File: src/rtl/core/mrf_pkg.sv
// Package for the Modbus RTU request framer: request kinds, function codes,
// sequencer plans, the buffer write beat type and the CRC-16/MODBUS byte step.
// No dependencies.
`default_nettype none

package mrf_pkg;

	typedef enum logic [2:0] {
		K_RD_COILS   = 3'd0,
		K_RD_HOLDING = 3'd1,
		K_RD_INPUT   = 3'd2,
		K_WR_COIL    = 3'd3,
		K_WR_REG     = 3'd4,
		K_MULTI      = 3'd5,
		K_WORD       = 3'd6,
		K_NONE       = 3'd7
	} kind_t;

	typedef enum logic [1:0] {
		OP_SINGLE,
		OP_HDR,
		OP_WORD
	} op_t;

	localparam logic [7:0]  FC_RD_COILS   = 8'h01;
	localparam logic [7:0]  FC_RD_HOLDING = 8'h03;
	localparam logic [7:0]  FC_RD_INPUT   = 8'h04;
	localparam logic [7:0]  FC_WR_COIL    = 8'h05;
	localparam logic [7:0]  FC_WR_REG     = 8'h06;
	localparam logic [7:0]  FC_WR_MULTI   = 8'h10;
	localparam logic [15:0] CRC_INIT      = 16'hFFFF;
	localparam logic [15:0] CRC_POLY      = 16'hA001;

	typedef struct packed {
		logic       en;
		logic       last;
		logic [7:0] data;
	} buf_wr_t;

	function automatic logic [7:0] fcode(input kind_t k);
		logic [7:0] f;
		case (k)
			K_RD_COILS:   f = FC_RD_COILS;
			K_RD_HOLDING: f = FC_RD_HOLDING;
			K_RD_INPUT:   f = FC_RD_INPUT;
			K_WR_COIL:    f = FC_WR_COIL;
			K_WR_REG:     f = FC_WR_REG;
			default:      f = FC_WR_MULTI;
		endcase
		return f;
	endfunction

	// number of payload bytes a plan sends before its CRC
	function automatic logic [3:0] data_len(input op_t op);
		logic [3:0] n;
		case (op)
			OP_SINGLE: n = 4'd6;
			OP_HDR:    n = 4'd7;
			default:   n = 4'd2;
		endcase
		return n;
	endfunction

	function automatic logic [15:0] crc_byte(input logic [15:0] crc_in, input logic [7:0] b);
		logic [15:0] c;
		c = crc_in ^ {8'h00, b};
		for (int k = 0; k < 8; k++) begin
			if (c[0]) begin
				c = (c >> 1) ^ CRC_POLY;
			end else begin
				c = c >> 1;
			end
		end
		return c;
	endfunction

endpackage

`default_nettype wire

File: src/rtl/core/modbus_rtu_request_framer_core.sv
// Top level of the Modbus RTU request framer: sequencer plus frame byte buffer.
// Depends on mrf_pkg, mrf_seq and mrf_buf.
//
//   channel  | handshake               | payload
//   ---------+-------------------------+-------------------------------
//   request  | req_valid / req_ready   | kind, slave, address, value
//   byte     | byte_valid / byte_ready | frame_byte, last
//
// A request that sends bytes holds the sequencer until its final byte is written,
// one byte into the buffer memory per cycle while the buffer is not full; the next
// request is taken in the cycle of the final byte, so frames stream at one byte per
// cycle (8 bytes for a single request, 7 for a header that opens a frame, 9 for an
// empty header, 2 or 4 for a data word). Requests that send nothing are taken at once.
// The first byte passes the buffer memory and its registered read port to the byte channel.
// Reset clears the frame state (CRC 0xFFFF, no multi frame open) and empties
// the buffer; no clearing pass is needed.
// A stalled byte channel fills the buffer, then holds the sequencer.
`default_nettype none

module modbus_rtu_request_framer_core #(
	parameter int unsigned BUF_DEPTH = 16
) (
	input  wire logic        clk,
	input  wire logic        arst_n,
	input  wire logic        req_valid,
	output logic             req_ready,
	input  wire logic [2:0]  kind,
	input  wire logic [7:0]  slave,
	input  wire logic [15:0] address,
	input  wire logic [15:0] value,
	output logic             byte_valid,
	input  wire logic        byte_ready,
	output logic [7:0]       frame_byte,
	output logic             last
);

	// write beat from sequencer to buffer, and buffer back-pressure
	mrf_pkg::buf_wr_t wr;
	logic             full;

	// decode requests, sequence bytes, keep CRC and open-frame state
	mrf_seq u_seq (
		.clk       (clk),
		.arst_n    (arst_n),
		.req_valid (req_valid),
		.req_ready (req_ready),
		.kind      (kind),
		.slave     (slave),
		.address   (address),
		.value     (value),
		.full      (full),
		.wr        (wr)
	);

	// buffer bytes in memory; the registered read port drives the byte channel
	mrf_buf #(
		.DEPTH (BUF_DEPTH)
	) u_buf (
		.clk        (clk),
		.arst_n     (arst_n),
		.wr         (wr),
		.full       (full),
		.byte_valid (byte_valid),
		.byte_ready (byte_ready),
		.frame_byte (frame_byte),
		.last       (last)
	);

endmodule

`default_nettype wire

File: src/rtl/core/mrf_buf.sv
// Frame byte buffer: a ring memory with a registered read port that doubles as
// the output register of the byte channel. Depends on mrf_pkg.
`default_nettype none

module mrf_buf #(
	parameter int unsigned DEPTH = 16
) (
	input  wire logic            clk,
	input  wire logic            arst_n,
	input  wire mrf_pkg::buf_wr_t wr,
	output logic                 full,
	output logic                 byte_valid,
	input  wire logic            byte_ready,
	output logic [7:0]           frame_byte,
	output logic                 last
);

	localparam int unsigned AW = $clog2(DEPTH);
	localparam int unsigned CW = $clog2(DEPTH + 1);

	logic [8:0]    mem_q [DEPTH];
	logic [8:0]    out_q;
	logic          out_valid_q;
	logic [AW-1:0] wr_ptr_q;
	logic [AW-1:0] rd_ptr_q;
	logic [CW-1:0] count_q;
	logic          load;

	function automatic logic [AW-1:0] ptr_inc(input logic [AW-1:0] p);
		return (p == AW'(DEPTH - 1)) ? '0 : p + 1'b1;
	endfunction

	assign full = (count_q == CW'(DEPTH));
	// pull the next entry whenever the output slot is empty or being taken
	assign load = (count_q != '0) && (!out_valid_q || byte_ready);

	always_ff @(posedge clk) begin
		if (wr.en) begin
			mem_q[wr_ptr_q] <= {wr.last, wr.data};
		end
		if (load) begin
			out_q <= mem_q[rd_ptr_q];
		end
	end

	always_ff @(posedge clk or negedge arst_n) begin
		if (!arst_n) begin
			wr_ptr_q    <= '0;
			rd_ptr_q    <= '0;
			count_q     <= '0;
			out_valid_q <= 1'b0;
		end else begin
			if (wr.en) begin
				wr_ptr_q <= ptr_inc(wr_ptr_q);
			end
			if (load) begin
				rd_ptr_q <= ptr_inc(rd_ptr_q);
			end
			case ({wr.en, load})
				2'b10:   count_q <= count_q + 1'b1;
				2'b01:   count_q <= count_q - 1'b1;
				default: count_q <= count_q;
			endcase
			if (load) begin
				out_valid_q <= 1'b1;
			end else if (byte_ready) begin
				out_valid_q <= 1'b0;
			end
		end
	end

	assign byte_valid = out_valid_q;
	assign frame_byte = out_q[7:0];
	assign last       = out_q[8];

endmodule

`default_nettype wire

File: src/rtl/core/mrf_seq.sv
// Request sequencer: decodes a request beat into a byte plan, steps through it
// one byte a cycle while the buffer is not full, and keeps the open multi-register
// frame state and CRC. Depends on mrf_pkg.
`default_nettype none

module mrf_seq (
	input  wire logic             clk,
	input  wire logic             arst_n,
	input  wire logic             req_valid,
	output logic                  req_ready,
	input  wire logic [2:0]       kind,
	input  wire logic [7:0]       slave,
	input  wire logic [15:0]      address,
	input  wire logic [15:0]      value,
	input  wire logic             full,
	output mrf_pkg::buf_wr_t      wr
);

	logic             busy_q;
	mrf_pkg::op_t     op_q;
	logic             tail_q;
	logic [3:0]       idx_q;
	logic [7:0]       fc_q;
	logic [7:0]       slave_q;
	logic [15:0]      addr_q;
	logic [15:0]      val_q;
	logic [15:0]      crc_q;
	logic [7:0]       words_q;
	logic             open_q;

	logic [3:0]       ndata;
	logic [3:0]       last_idx;
	logic             fire;
	logic             at_end;
	logic             is_data;
	logic             accept;
	logic [7:0]       cur;

	mrf_pkg::kind_t   k;
	logic             start;
	mrf_pkg::op_t     start_op;
	logic             start_tail;
	logic             reset_crc;
	logic [7:0]       words_n;
	logic             open_n;

	assign ndata     = mrf_pkg::data_len(op_q);
	assign last_idx  = ndata - 4'd1 + (tail_q ? 4'd2 : 4'd0);
	assign fire      = busy_q && !full;
	assign at_end    = (idx_q == last_idx);
	assign is_data   = (idx_q < ndata);
	assign req_ready = !busy_q || (fire && at_end);
	assign accept    = req_valid && req_ready;
	assign k         = mrf_pkg::kind_t'(kind);

	always_comb begin
		cur = crc_q[15:8];
		if (is_data) begin
			case (op_q)
				mrf_pkg::OP_SINGLE: begin
					case (idx_q)
						4'd0:    cur = slave_q;
						4'd1:    cur = fc_q;
						4'd2:    cur = addr_q[15:8];
						4'd3:    cur = addr_q[7:0];
						4'd4:    cur = val_q[15:8];
						default: cur = val_q[7:0];
					endcase
				end
				mrf_pkg::OP_HDR: begin
					case (idx_q)
						4'd0:    cur = slave_q;
						4'd1:    cur = fc_q;
						4'd2:    cur = addr_q[15:8];
						4'd3:    cur = addr_q[7:0];
						4'd4:    cur = 8'h00;
						4'd5:    cur = val_q[7:0];
						default: cur = {val_q[6:0], 1'b0};
					endcase
				end
				default: begin
					cur = (idx_q == 4'd0) ? val_q[15:8] : val_q[7:0];
				end
			endcase
		end else if (idx_q == ndata) begin
			cur = crc_q[7:0];
		end
	end

	assign wr.en   = fire;
	assign wr.data = cur;
	assign wr.last = tail_q && at_end;

	// decode the incoming request into a plan and the next frame state
	always_comb begin
		start      = 1'b0;
		start_op   = mrf_pkg::OP_SINGLE;
		start_tail = 1'b1;
		reset_crc  = 1'b0;
		words_n    = words_q;
		open_n     = open_q;
		if (k inside {mrf_pkg::K_RD_COILS, mrf_pkg::K_RD_HOLDING, mrf_pkg::K_RD_INPUT,
			mrf_pkg::K_WR_COIL, mrf_pkg::K_WR_REG}) begin
			start     = 1'b1;
			reset_crc = 1'b1;
			words_n   = 8'd0;
			open_n    = 1'b0;
		end else if (k == mrf_pkg::K_MULTI) begin
			start      = 1'b1;
			start_op   = mrf_pkg::OP_HDR;
			start_tail = (value[7:0] == 8'd0);
			reset_crc  = 1'b1;
			words_n    = value[7:0];
			open_n     = (value[7:0] != 8'd0);
		end else if (k == mrf_pkg::K_WORD && open_q) begin
			start      = 1'b1;
			start_op   = mrf_pkg::OP_WORD;
			start_tail = (words_q == 8'd1);
			words_n    = words_q - 8'd1;
			open_n     = (words_q != 8'd1);
		end
	end

	always_ff @(posedge clk) begin
		if (accept && start) begin
			op_q    <= start_op;
			tail_q  <= start_tail;
			fc_q    <= mrf_pkg::fcode(k);
			slave_q <= slave;
			addr_q  <= address;
			val_q   <= value;
		end
	end

	always_ff @(posedge clk or negedge arst_n) begin
		if (!arst_n) begin
			busy_q  <= 1'b0;
			idx_q   <= 4'd0;
			crc_q   <= mrf_pkg::CRC_INIT;
			words_q <= 8'd0;
			open_q  <= 1'b0;
		end else begin
			if (accept) begin
				busy_q <= start;
			end else if (fire && at_end) begin
				busy_q <= 1'b0;
			end
			if (accept && start) begin
				idx_q <= 4'd0;
			end else if (fire) begin
				idx_q <= idx_q + 4'd1;
			end
			// a data word keeps running on the CRC of the open frame
			if (accept && start && reset_crc) begin
				crc_q <= mrf_pkg::CRC_INIT;
			end else if (fire && is_data) begin
				crc_q <= mrf_pkg::crc_byte(crc_q, cur);
			end
			if (accept && start) begin
				words_q <= words_n;
				open_q  <= open_n;
			end
		end
	end

endmodule

`default_nettype wire

File: config.mk
export PLATFORM = sky130hd
export DESIGN_NAME = modbus_rtu_request_framer_core
export DESIGN_NICKNAME = d
export VERILOG_FILES = /design/src/rtl/core/mrf_pkg.sv /design/src/rtl/core/modbus_rtu_request_framer_core.sv /design/src/rtl/core/mrf_buf.sv /design/src/rtl/core/mrf_seq.sv
export SDC_FILE = /design/constraint.sdc
export NUM_CORES = 1
export LEC_CHECK = 0
export BUFFER_PORTS_ARGS = -buffer_cell sky130_fd_sc_hd__buf_2
export CORE_UTILIZATION = 55
export DETAILED_ROUTE_END_ITERATION = 8
export PLACE_DENSITY = 0.74
export SYNTH_ARGS = -nofsm -noshare
export SYNTH_HDL_FRONTEND = slang
export SYNTH_HIERARCHICAL = 1
export SYNTH_SLANG_ARGS = --single-unit
File: constraint.sdc
create_clock -name clk -period 3.8 [get_ports clk]
set_input_delay 0.57 -clock clk [delete_from_list [all_inputs] [get_ports clk]]
set_output_delay 0.57 -clock clk [all_outputs]
set_load 0.03 [all_outputs]
# Word-level counts from Yosys, hierarchy flattened
# Memories as Yosys holds them, arrays and structs flattened. A register that Yosys moved wholly into a read port is not among the register bits.
# Index checks and enable logic that the tools add are counted.
# W data, S select, Z words.
# totals
n_memories,1
mem_bits_rw,144
word_cells,144
inputBits,47
out_inout_bits,11
regBits,95
# op_classes
magnitude_cmp,1
n_mux,59
addsub,8
n_eq_ne,21
n_reduce_logical,29
bitwise,9
# mem_list
name,depth,width,rd,rd_ports_with_merged_regs,wr,line_no,rtl
u_buf.mem_q,16,9,1,1,1,mrf_buf.sv:21,logic [8:0] mem_q [DEPTH];
# ops
cell,count
$mux W16,24
$mux W8,6
$pmux W8 S6,1
$pmux W8 S5,1
$pmux W5 S5,1
$not A2 Y3,8
$mux W1,17
$mux W4,4
$pmux W8 S2,1
$xor A16 B8 Y16,1
$add A4 B1 Y4 const B,3
$pmux W5 S2,1
$reduce_bool A2 Y1,5
$reduce_bool A5 Y1,2
$eq A3 B3 Y1 const B,3
$logic_and A1 B1 Y1,9
$eq A4 B2 Y1 const B,2
$eq A4 B3 Y1 const B,2
$eq A4 B4 Y1 const B,2
$eq A8 B1 Y1 const B,1
$logic_not A8 Y1,1
$ne A8 B1 Y1 const B,1
$reduce_bool A8 Y1,1
$sub A8 B1 Y8 const B,1
other kinds (23),29

# Longest topological paths before layout
# Gate-level depths: netlist (run 1).
# logic_depth
depth_word,39
ltp_mapped,16
ltp_nobuf,12

# Modules after synthesis
# The synthesis (run 1) kept the hierarchy.
# by_module_without_submodules
module,area_each_um2,seq_area_each_um2,cells_per_inst,n_inst
mrf_buf,6744.0,4944.7,376,1
mrf_seq,4290.4,2182.1,394,1

# Least setup slack after synthesis (run 1)
# Ideal clock, no wire load.
# synth_timing
path_type,reg-to-reg
start,reg u_seq.op_q[0]
end,reg u_seq.addr_q[0] (enable)
setup_ns,0.390
path_slack_ns,-0.286
arrival_ns,3.696
period_less_slack_ns,4.086
stages_incl_launch_ff,11
t_required_ns,3.410
n_path_buf,1
cell_sequence,edfxtp_1 nand2b_1 clkbuf_1 inv_1 ha_1 xor2_1 or4_1 o21ai_0 and2_1 o21ai_1 clkinv_1
# synth_via
elab_chain_cells,9
word_cells_on_any_way,10
classes_between,add/sub: 2; eq/ne: 2; mux: 1; reduce/logical: 5
# synth_rtl
element,line_no,rtl
"start, declared",mrf_seq.sv:20,mrf_pkg::op_t op_q;
"start signal, assigned",mrf_seq.sv:126,op_q <= start_op;
$eq A2 B1 Y1 / $logic_not A2 Y1 (equally long branches),mrf_pkg.sv:56,case (op)
$pmux W3 S2 *,mrf_pkg.sv:56,
$sub A3 B1 Y4 *,mrf_seq.sv:48,assign last_idx = ndata - 4'd1 + (tail_q ? 4'd2 : 4'd0);
$add A4 B4 Y4 *,mrf_seq.sv:48,
$eq A4 B4 Y1 *,mrf_seq.sv:50,assign at_end = (idx_q == last_idx);
$logic_and A1 B1 Y1 *,mrf_seq.sv:52,assign req_ready = !busy_q || (fire && at_end);
$logic_or A1 B1 Y1 *,mrf_seq.sv:52,
via req_ready,modbus_rtu_request_framer_core.sv:26,"output logic req_ready,"
$logic_and A1 B1 Y1 *,mrf_seq.sv:53,assign accept = req_valid && req_ready;
$logic_and A1 B1 Y1 *,mrf_seq.sv:125,if (accept && start) begin
"end signal, assigned",mrf_seq.sv:130,addr_q <= address;
"end, declared",mrf_seq.sv:25,logic [15:0] addr_q;
# The timed path passes the listed nets; every way through them passes the cells marked *.
# A chain may end at the register's enable or synchronous reset.

# Worst setup path in the final report (run 1)
# layout_timing
start,reg u_seq.idx_q[0]
end,reg u_seq.crc_q[14]
# layout_via
elab_chain_cells,30
word_cells_on_any_way,53
classes_between,order compare: 1; eq/ne: 7; mux: 30; bitwise: 7; reduce/logical: 8
# layout_rtl
element,line_no,rtl
"start, declared",mrf_seq.sv:22,logic [3:0] idx_q;
"start signal, assigned",mrf_seq.sv:151,idx_q <= idx_q + 4'd1;
$eq A4 B3 Y1 (tied with other cells),mrf_seq.sv:71,case (idx_q)
$pmux W8 S6 (tied with other cells),mrf_seq.sv:71,
$pmux W8 S2,mrf_seq.sv:59,case (op_q)
$mux W8,mrf_seq.sv:58,if (is_data) begin
$xor A16 B8 Y16,mrf_pkg.sv:66,"c = crc_in ^ {8'h00, b};"
$mux W16 / $not A2 Y3 (equally long branches),n/a,
"$mux W16, on equally long branches","mrf_seq.sv:156, mrf_pkg.sv:68",
"$mux W16, on equally long branches","mrf_seq.sv:154, mrf_seq.sv:156",
[... 14 more ...],n/a,
$mux W16,mrf_seq.sv:156,end else if (fire && is_data) begin
$mux W16,mrf_seq.sv:154,if (accept && start && reset_crc) begin
$mux W16,mrf_pkg.sv:68,if (c[0]) begin
$mux W16,mrf_seq.sv:156,
$mux W16,mrf_seq.sv:154,
$mux W16,mrf_pkg.sv:68,
$mux W16,mrf_seq.sv:156,
$mux W16,mrf_seq.sv:154,
"end signal, assigned",mrf_seq.sv:139,crc_q <= mrf_pkg::CRC_INIT;
"end signal, assigned",mrf_seq.sv:155,crc_q <= mrf_pkg::CRC_INIT;
"end signal, assigned",mrf_seq.sv:157,"crc_q <= mrf_pkg::crc_byte(crc_q, cur);"
"end, declared",mrf_seq.sv:27,logic [15:0] crc_q;
# Several ways; a longest one is shown, not always the timed one. The select of a mux whose other input is x is not followed.

==> results of run 1 <==
[worst max-delay path, stage by stage, from the launching register on]
cell and delay [ns]:
dfrtp_1 0.43, inv_1 0.11, ha_1 0.28, buf_4 0.19
a222oi_1 0.39, nor2_1 0.14, a21oi_1 0.17, a221oi_2 0.10
o221a_4 0.27, a21oi_4 0.19, xnor3_1 0.39, xnor3_2 0.44
xor2_1 0.16, o211ai_1 0.19
[area by class of cell]
class / instances / area [sq um] / area share, %
clock buffers: 37 / 690.7 / 5.554
clock inverters: 7 / 106.4 / 0.8553
inverters: 17 / 65.06 / 0.5232
multi-input cells: 463 / 3613 / 29.06
flip-flops and latches: 244 / 7129 / 57.34
well taps: 265 / 331.6 / 2.667
repair buffers: 82 / 498.0 / 4.005
[flip-flops by register name (all words and copies together), names as in the netlist]
name and flops:
u_seq/open_q 1, u_seq/slave_q 8, u_seq/fc_q 4, u_seq/words_q 8
u_buf/byte_valid 1, u_buf/wr_ptr_q 4, u_buf/rd_ptr_q 4, u_seq/idx_q 4
u_seq/addr_q 16, u_seq/op_q 2, u_seq/crc_q 16, u_buf/out_q 9
u_seq/val_q 16, u_seq/busy_q 1, u_seq/tail_q 1, u_buf/mem_q 144
u_buf/count_q 5
[through the flow]
step	instance area, sq um	hold WS (ns)	total power, mW
floorplan	11040	0.2744	8.527
global placement	11620	0.4504	9.726
detailed placement	11620	0.4945	10.01
CTS	12420	0.2170	12.42
global route	12430	0.2098	13.14
finish	12430	0.2331	12.42
[path summary, 6_finish.rpt]
path                                                 start                            end  slack [ns]  cells past startpoint
worst max register to register  u_seq/idx_q[0]$_DFFE_PN0P_    u_seq/crc_q[14]$_DFFE_PN1P_        0.22                     13
max in group asynchronous                           arst_n  u_buf/rd_ptr_q[0]$_DFFE_PN0P_        2.84                      1
min in group asynchronous                           arst_n   u_seq/words_q[1]$_DFFE_PN0P_        0.26                      1
worst min register to register    u_seq/open_q$_DFFE_PN0P_       u_seq/open_q$_DFFE_PN0P_        0.50                      2
worst max-delay path            u_seq/idx_q[0]$_DFFE_PN0P_    u_seq/crc_q[14]$_DFFE_PN1P_        0.22                     13
worst min-delay path                              slave[5]     u_seq/slave_q[5]$_DFFE_PP_        0.23                      1
[power by group through the flow]
| stage | clock network [mW] | registers, mW | logic [mW] |
|---|---|---|---|
| 2_1_floorplan | 0 | 4.58 | 3.94 |
| 3_3_place_gp | 0 | 4.75 | 4.97 |
| 6_report | 2.38 | 4.76 | 5.29 |
| 5_1_grt | 2.53 | 4.84 | 5.77 |
| 4_1_cts | 2.42 | 4.75 | 5.25 |
| 3_5_place_dp | 0 | 4.79 | 5.21 |
[layer usage]
metal	vias up	routed length, microns	GRT usage, %
li1	3102	-	-
met5	-	0	0
met1	3382	10010	31.68
met4	0	455	6.551
met2	187	12070	42.82
met3	35	1104	3.032
[cell families (layout without fill, tap and decap cells)]
kind of cell | after synthesis | count (layout) | share of synthesized area [%]
and+or+nand+nor | 153 | 153 | 6.815
AOI/OAI and AO/OA | 179 | 179 | 11.34
xor gates and xnor gates | 34 | 34 | 3.084
adders and majority gates | 18 | 18 | 2.041
DFF | 244 | 244 | 64.59
buffers and inverters | 63 | 143 | 2.789
muxes | 79 | 79 | 9.343
[cell usage in the layout, fill, tap and decap left out, types with 17 or more instances in the layout]
master     count
mux4_2        18
ha_1          17
nand2_1       51
a22oi_1       19
buf_4         23
a221oi_1      24
edfxtp_1     200
clkbuf_16     25
mux2i_1       55
buf_2         57
a21oi_1       35
dfrtp_1       26
o21ai_0       40
nor2_1        35
[what timing repair did]
item                                    CTS  global route
endpoints found under the setup margin    0            19
resized for setup                         0             4
buffers inserted                          0             0
==> key figures, run 1 <==
Timing
  • Max-slew violation count: 0
  • Worst-Margin Slew: approximately 1.3 ns
  • Relative slew slack: ~14%
  • Final Cycle Share: 94.32%
  • Skew final: about 0.022 ns
  • Setup violators final: 0
  • Fmax: roughly 280 MHz
  • Worst setup margin: around 0.22 ns
  • Setup TNS: 0 ns
  • Final worst path period need: ~3.6 ns
  • Final Hold Fails: 0
  • RSZ-0062 raised after global routing: no

Placement
  • Post-DP HPWL: around 16 mm
  • PortBufs: 57
  • Placer Congestion: 0.9413
  • Placement Setup Slack: between 0.15 and 0.2 ns
  • Post-Place Cells: 1,071

Die
  • Initial Utilization: roughly 56%
  • CORE AREA: 19,590 sq um
  • Die area: just over 20,000 sq um
  • Die Y: between 100 and 150 microns
  • Die span in x: around 140 microns
  • Top Ports: 58
  • Row Count: 51

GRT
  • Largest net degree at the start of global routing: 45
  • Gr ovfl total: 0
  • Vias in the first global route: 6,871
  • Total Routing Usage GR: 24.26%
  • Initial antenna violation count: 0
  • First-pass GRT wire length: ~38 mm

Synthesis
  • Post-Syn Area: around 11,000 sq um
  • Distinct cell type count of the synthesized netlist: 71
  • Post-Syn Instances: a little under 800
  • Number of register bits inferred by synthesis: 244
  • Synth area leaders: edfxtp_1 54%, dfrtp_1 6.3%, mux2i_1 5.0%
  • Net Count, Synth: around 840
  • Synth top area share: roughly 54%
  • Largest area contributor in the synthesized netlist: edfxtp_1
  • YS warnings: 6
  • Async S/R FF share, synth: 18.03%
  • Post-synth top flop: edfxtp_1
  • Commonest cells post-synth: 200 x edfxtp_1, 55 x mux2i_1, 51 x nand2_1, 41 x o21ai_0
  • Syn avg cell area: ~14 sq um
  • Most frequent cell after synthesis: edfxtp_1
  • Seq/Total Area, Yosys: between 60 and 70%
  • Number of synthesized flops with an enable pin: 200

Status
  • Status: finished, final reports clean

Worst hold path
  • Hold Path Class: in -> reg

Clock tree
  • Worst-Skew Late Latency: 0.51 ns
  • Clk buf depth: 3
  • Cts hold-fix bufs: 0
  • TritonCTS clock tree: built
  • # clock sinks: roughly 240
  • CTS clock-pin slew for the worst setup and hold paths: 0.06 ns
  • H-Tree Depth: 1
  • Root Driver: clkbuf_16
  • Num CTS Buffers: 24

Setup path
  • Startpoint type of the worst setup path: flip-flop
  • Req. time, crit path: ~4.2 ns
  • Worst Path Arrival: 3.98 ns
  • Worst setup EP type: flip-flop
  • Maximum fanout along the worst path: 8
  • Crit Path Class: reg -> reg

Power and ir drop
  • Cell Int Power: 7.859 mW
  • Switching Fraction: between 30% and 40%
  • Psw: 4.565 mW
  • Seq pwr share: 38.3%
  • Clock power share: 19.1%
  • Peak VDD IR: slightly above 0.0008 V
  • Comb power frac: 42.6%
  • Pwr dens: 999.2 nW/um^2
  • P_leak: approximately 4.6 nW

Finish
  • Final cell count without fillers: ~1,100
  • Fillers: approximately 1,400
  • Area grow syn2layout: 12.69%
  • Core Util, Final: between 60 and 70%
  • Antenna Cells: 0
  • Nets@finish: 897
  • Share of cells above drive strength 1: 20.47%

Drt
  • Vias per cell: between 6 and 7
  • Routed Antenna Nets: 0
  • Residual DRC count: 0
  • WL per Instance: approximately 21 microns
  • Vias: roughly 6,700
  • DRT Pass-1 Iters: 5
  • Final wirelength: between 20 and 25 mm
  • Iteration-0 DRC Markers: approximately 560

Flow run
  • Max-cap check violation count: 0
(Power assumes the default switching activity.)
==> inputs of run 2 (changes only) <==
--- a/config.mk
+++ b/config.mk
@@ -8,6 +8,7 @@
 export BUFFER_PORTS_ARGS = -buffer_cell sky130_fd_sc_hd__buf_2
 export CORE_UTILIZATION = 55
 export DETAILED_ROUTE_END_ITERATION = 8
+export GPL_TIMING_DRIVEN = 0
 export PLACE_DENSITY = 0.74
 export SYNTH_ARGS = -nofsm -noshare
 export SYNTH_HDL_FRONTEND = slang
==> run 2 against run 1 <==
Against the previous run:
- die area stayed put
- worst hold slack barely moved
- final cell count increased by 2.4%
- clock skew decreased by 0.0099 ns
- register-to-register slack lost 0.05 ns
- flip-flop and latch count unchanged
- setup slack lost 0.048 ns
- critical path type unchanged
==> key figures, run 2 (synthesis results as in run 1) <==
Die
  • Die Y: ~140 microns
  • Die span in x: 143.6 microns
  • Initial Utilization: roughly 56%
  • Row Count: a little over 50
  • Top Ports: between 50 and 60
  • Die area: about 21,000 sq um
  • CORE AREA: roughly 20,000 sq um

Timing
  • Worst-Margin Slew: 1.115 ns
  • Hold Slack: ~0.23 ns
  • Final worst path period need: approximately 3.6 ns
  • Worst setup margin: roughly 0.17 ns
  • Final Hold Fails: 0
  • Final Cycle Share: between 90 and 100%
  • Fmax: 275.3 MHz
  • Setup TNS: 0 ns
  • Skew final: between 0.01 and 0.015 ns
  • RSZ-0062 raised after global routing: yes
  • Setup violators final: 0
  • Max-slew violation count: 0
  • Relative slew slack: around a quarter

Drt
  • Residual DRC count: 0
  • Met3 routed WL: roughly 1.7 mm
  • Routed Antenna Nets: 0
  • Met2 wire length: ~12 mm
  • WL per Instance: 21.44 microns
  • DRT Pass-1 Iters: 7
  • Vias per cell: approximately 6.1
  • Sum of routed wire segments on met1: about 10 mm
  • Final wirelength: ~24 mm
  • Iteration-0 DRC Markers: 799
  • DR top layer: met4
  • Vias: between 6,000 and 7,000

Placement
  • Post-DP HPWL: roughly 17 mm
  • Placer Congestion: slightly above 0.9
  • Placement Setup Slack: -0.06817 ns
  • PortBufs: 57

Finish
  • Share of cells above drive strength 1: a little over a fifth
  • Biggest register: u_buf/mem_q
  • Most frequent cells in the layout: 200 x edfxtp_1, 67 x buf_2, 55 x mux2i_1, 51 x nand2_1
  • Nets@finish: between 900 and 1,000
  • Core Util, Final: a little under two thirds
  • Number of flip-flops in the largest register: ~140
  • Most common cell after layout, fill and taps aside: edfxtp_1
  • Area grow syn2layout: 13.41%
  • Antenna Cells: 0

Setup path
  • Req. time, crit path: 4.19 ns
  • Startpoint type of the worst setup path: flip-flop
  • Maximum fanout along the worst path: 9
  • Worst setup EP type: flip-flop
  • Worst Path Arrival: 4.02 ns
  • Crit Path Class: reg -> reg

GRT
  • Largest net degree at the start of global routing: 55
  • First-pass GRT wire length: 38.01 mm
  • Total Routing Usage GR: between 20% and 30%
  • Gr ovfl total: 0
  • Initial antenna violation count: 0
  • Vias in the first global route: 6,938

Power and ir drop
  • P_leak: around 4.7 nW
  • Pwr dens: 998.8 nW/um^2
  • Peak VDD IR: 0.001092 V

Clock tree
  • Root Driver: clkbuf_16
  • Clk buf depth: 3
  • # clock sinks: between 200 and 250
  • Worst-Skew Late Latency: slightly above 0.5 ns
  • Num CTS Buffers: 25
  • TritonCTS clock tree: built
  • CTS clock-pin slew for the worst setup and hold paths: 0.06 ns
  • H-Tree Depth: 1

Flow run
  • Max-cap check violation count: 0

Worst hold path
  • Hold Path Class: in -> reg

Status
  • Status: finished, final reports clean
-- run 2: cell count changes in the layout (fill, tap and decap cells not counted), sizes merged --
cell    previous run  this run
inv               15        16
buf               82        89
clkinv             6        15
clkbuf            37        49
bufinv             3         1
-- run 2: through the flow --
step	std cells	total power, mW	area, sq um
2_1_floorplan	770	8.527	11040
3_3_place_gp	1092	9.755	11650
3_5_place_dp	1098	10.14	11710
4_1_cts	1141	12.39	12470
5_1_grt	1142	13.14	12510
6_report	1142	12.50	12510
-- run 2: worst paths after layout --
check                                        startpoint                           end  slack, ns  depth (start not counted)
min                                          address[4]     u_seq/addr_q[4]$_DFFE_PP_       0.23                          1
max in group asynchronous                        arst_n    u_seq/idx_q[1]$_DFFE_PN0P_       2.81                          1
min reg2reg                    u_seq/open_q$_DFFE_PN0P_      u_seq/open_q$_DFFE_PN0P_       0.48                          2
max reg2reg                u_buf/count_q[1]$_DFFE_PN0P_  u_buf/count_q[4]$_DFFE_PN0P_       0.17                         15
max                        u_buf/count_q[1]$_DFFE_PN0P_  u_buf/count_q[4]$_DFFE_PN0P_       0.17                         15
min in group asynchronous                        arst_n  u_seq/words_q[2]$_DFFE_PN0P_       0.26                          1
-- run 2: worst max-delay path, stage by stage (launching register included) --
cell,delay [ns]
dfrtp_1,0.37
buf_6,0.13
or4_4,0.54
nor2_1,0.27
nor2b_1,0.08
clkbuf_1,0.21
buf_4,0.18
clkbuf_1,0.20
inv_1,0.22
ha_1,0.35
xor2_1,0.12
ha_1,0.22
o21a_1,0.19
o21ai_0,0.17
a22oi_1,0.12
xnor2_1,0.13
-- run 2: routing by layer --
metal | vias to the layer above | global-route usage, %
met1 | 3496 | 33.44
li1 | 3164 | -
met3 | 31 | 2.899
met5 | - | 0
met4 | 0 | 7.503
met2 | 291 | 41.24
-- run 2: where the power goes --
part / switching [mW] / total [mW] / internal, mW
logic: 3.44 / 5.74 / 2.30
registers: 0.374 / 4.55 / 4.18
clock network: 0.942 / 2.21 / 1.27
total: 4.76 / 12.5 / 7.74
-- run 2: cell type report --
cell class,count,area [sq um]
Clock buffer,28,636.9
Buffer,44,239.0
Timing Repair Buffer,66,364.1
Inverter,17,68.82
Multi-Input combinational cell,463,3646
Sequential cell,244,7128
Fill cell,1446,7076
Tap cell,265,331.6
Clock inverter,15,100.1
-- run 2: what timing repair did --
item / 4_1_cts / 5_1_grt
gates resized for setup: 4 / 8
hold endpoints to repair: 0 / 0
hold buffers: 0 / 0
setup buffers: 0 / 3
endpoints found under the setup margin: 66 / 56
pin swaps: 0 / 2
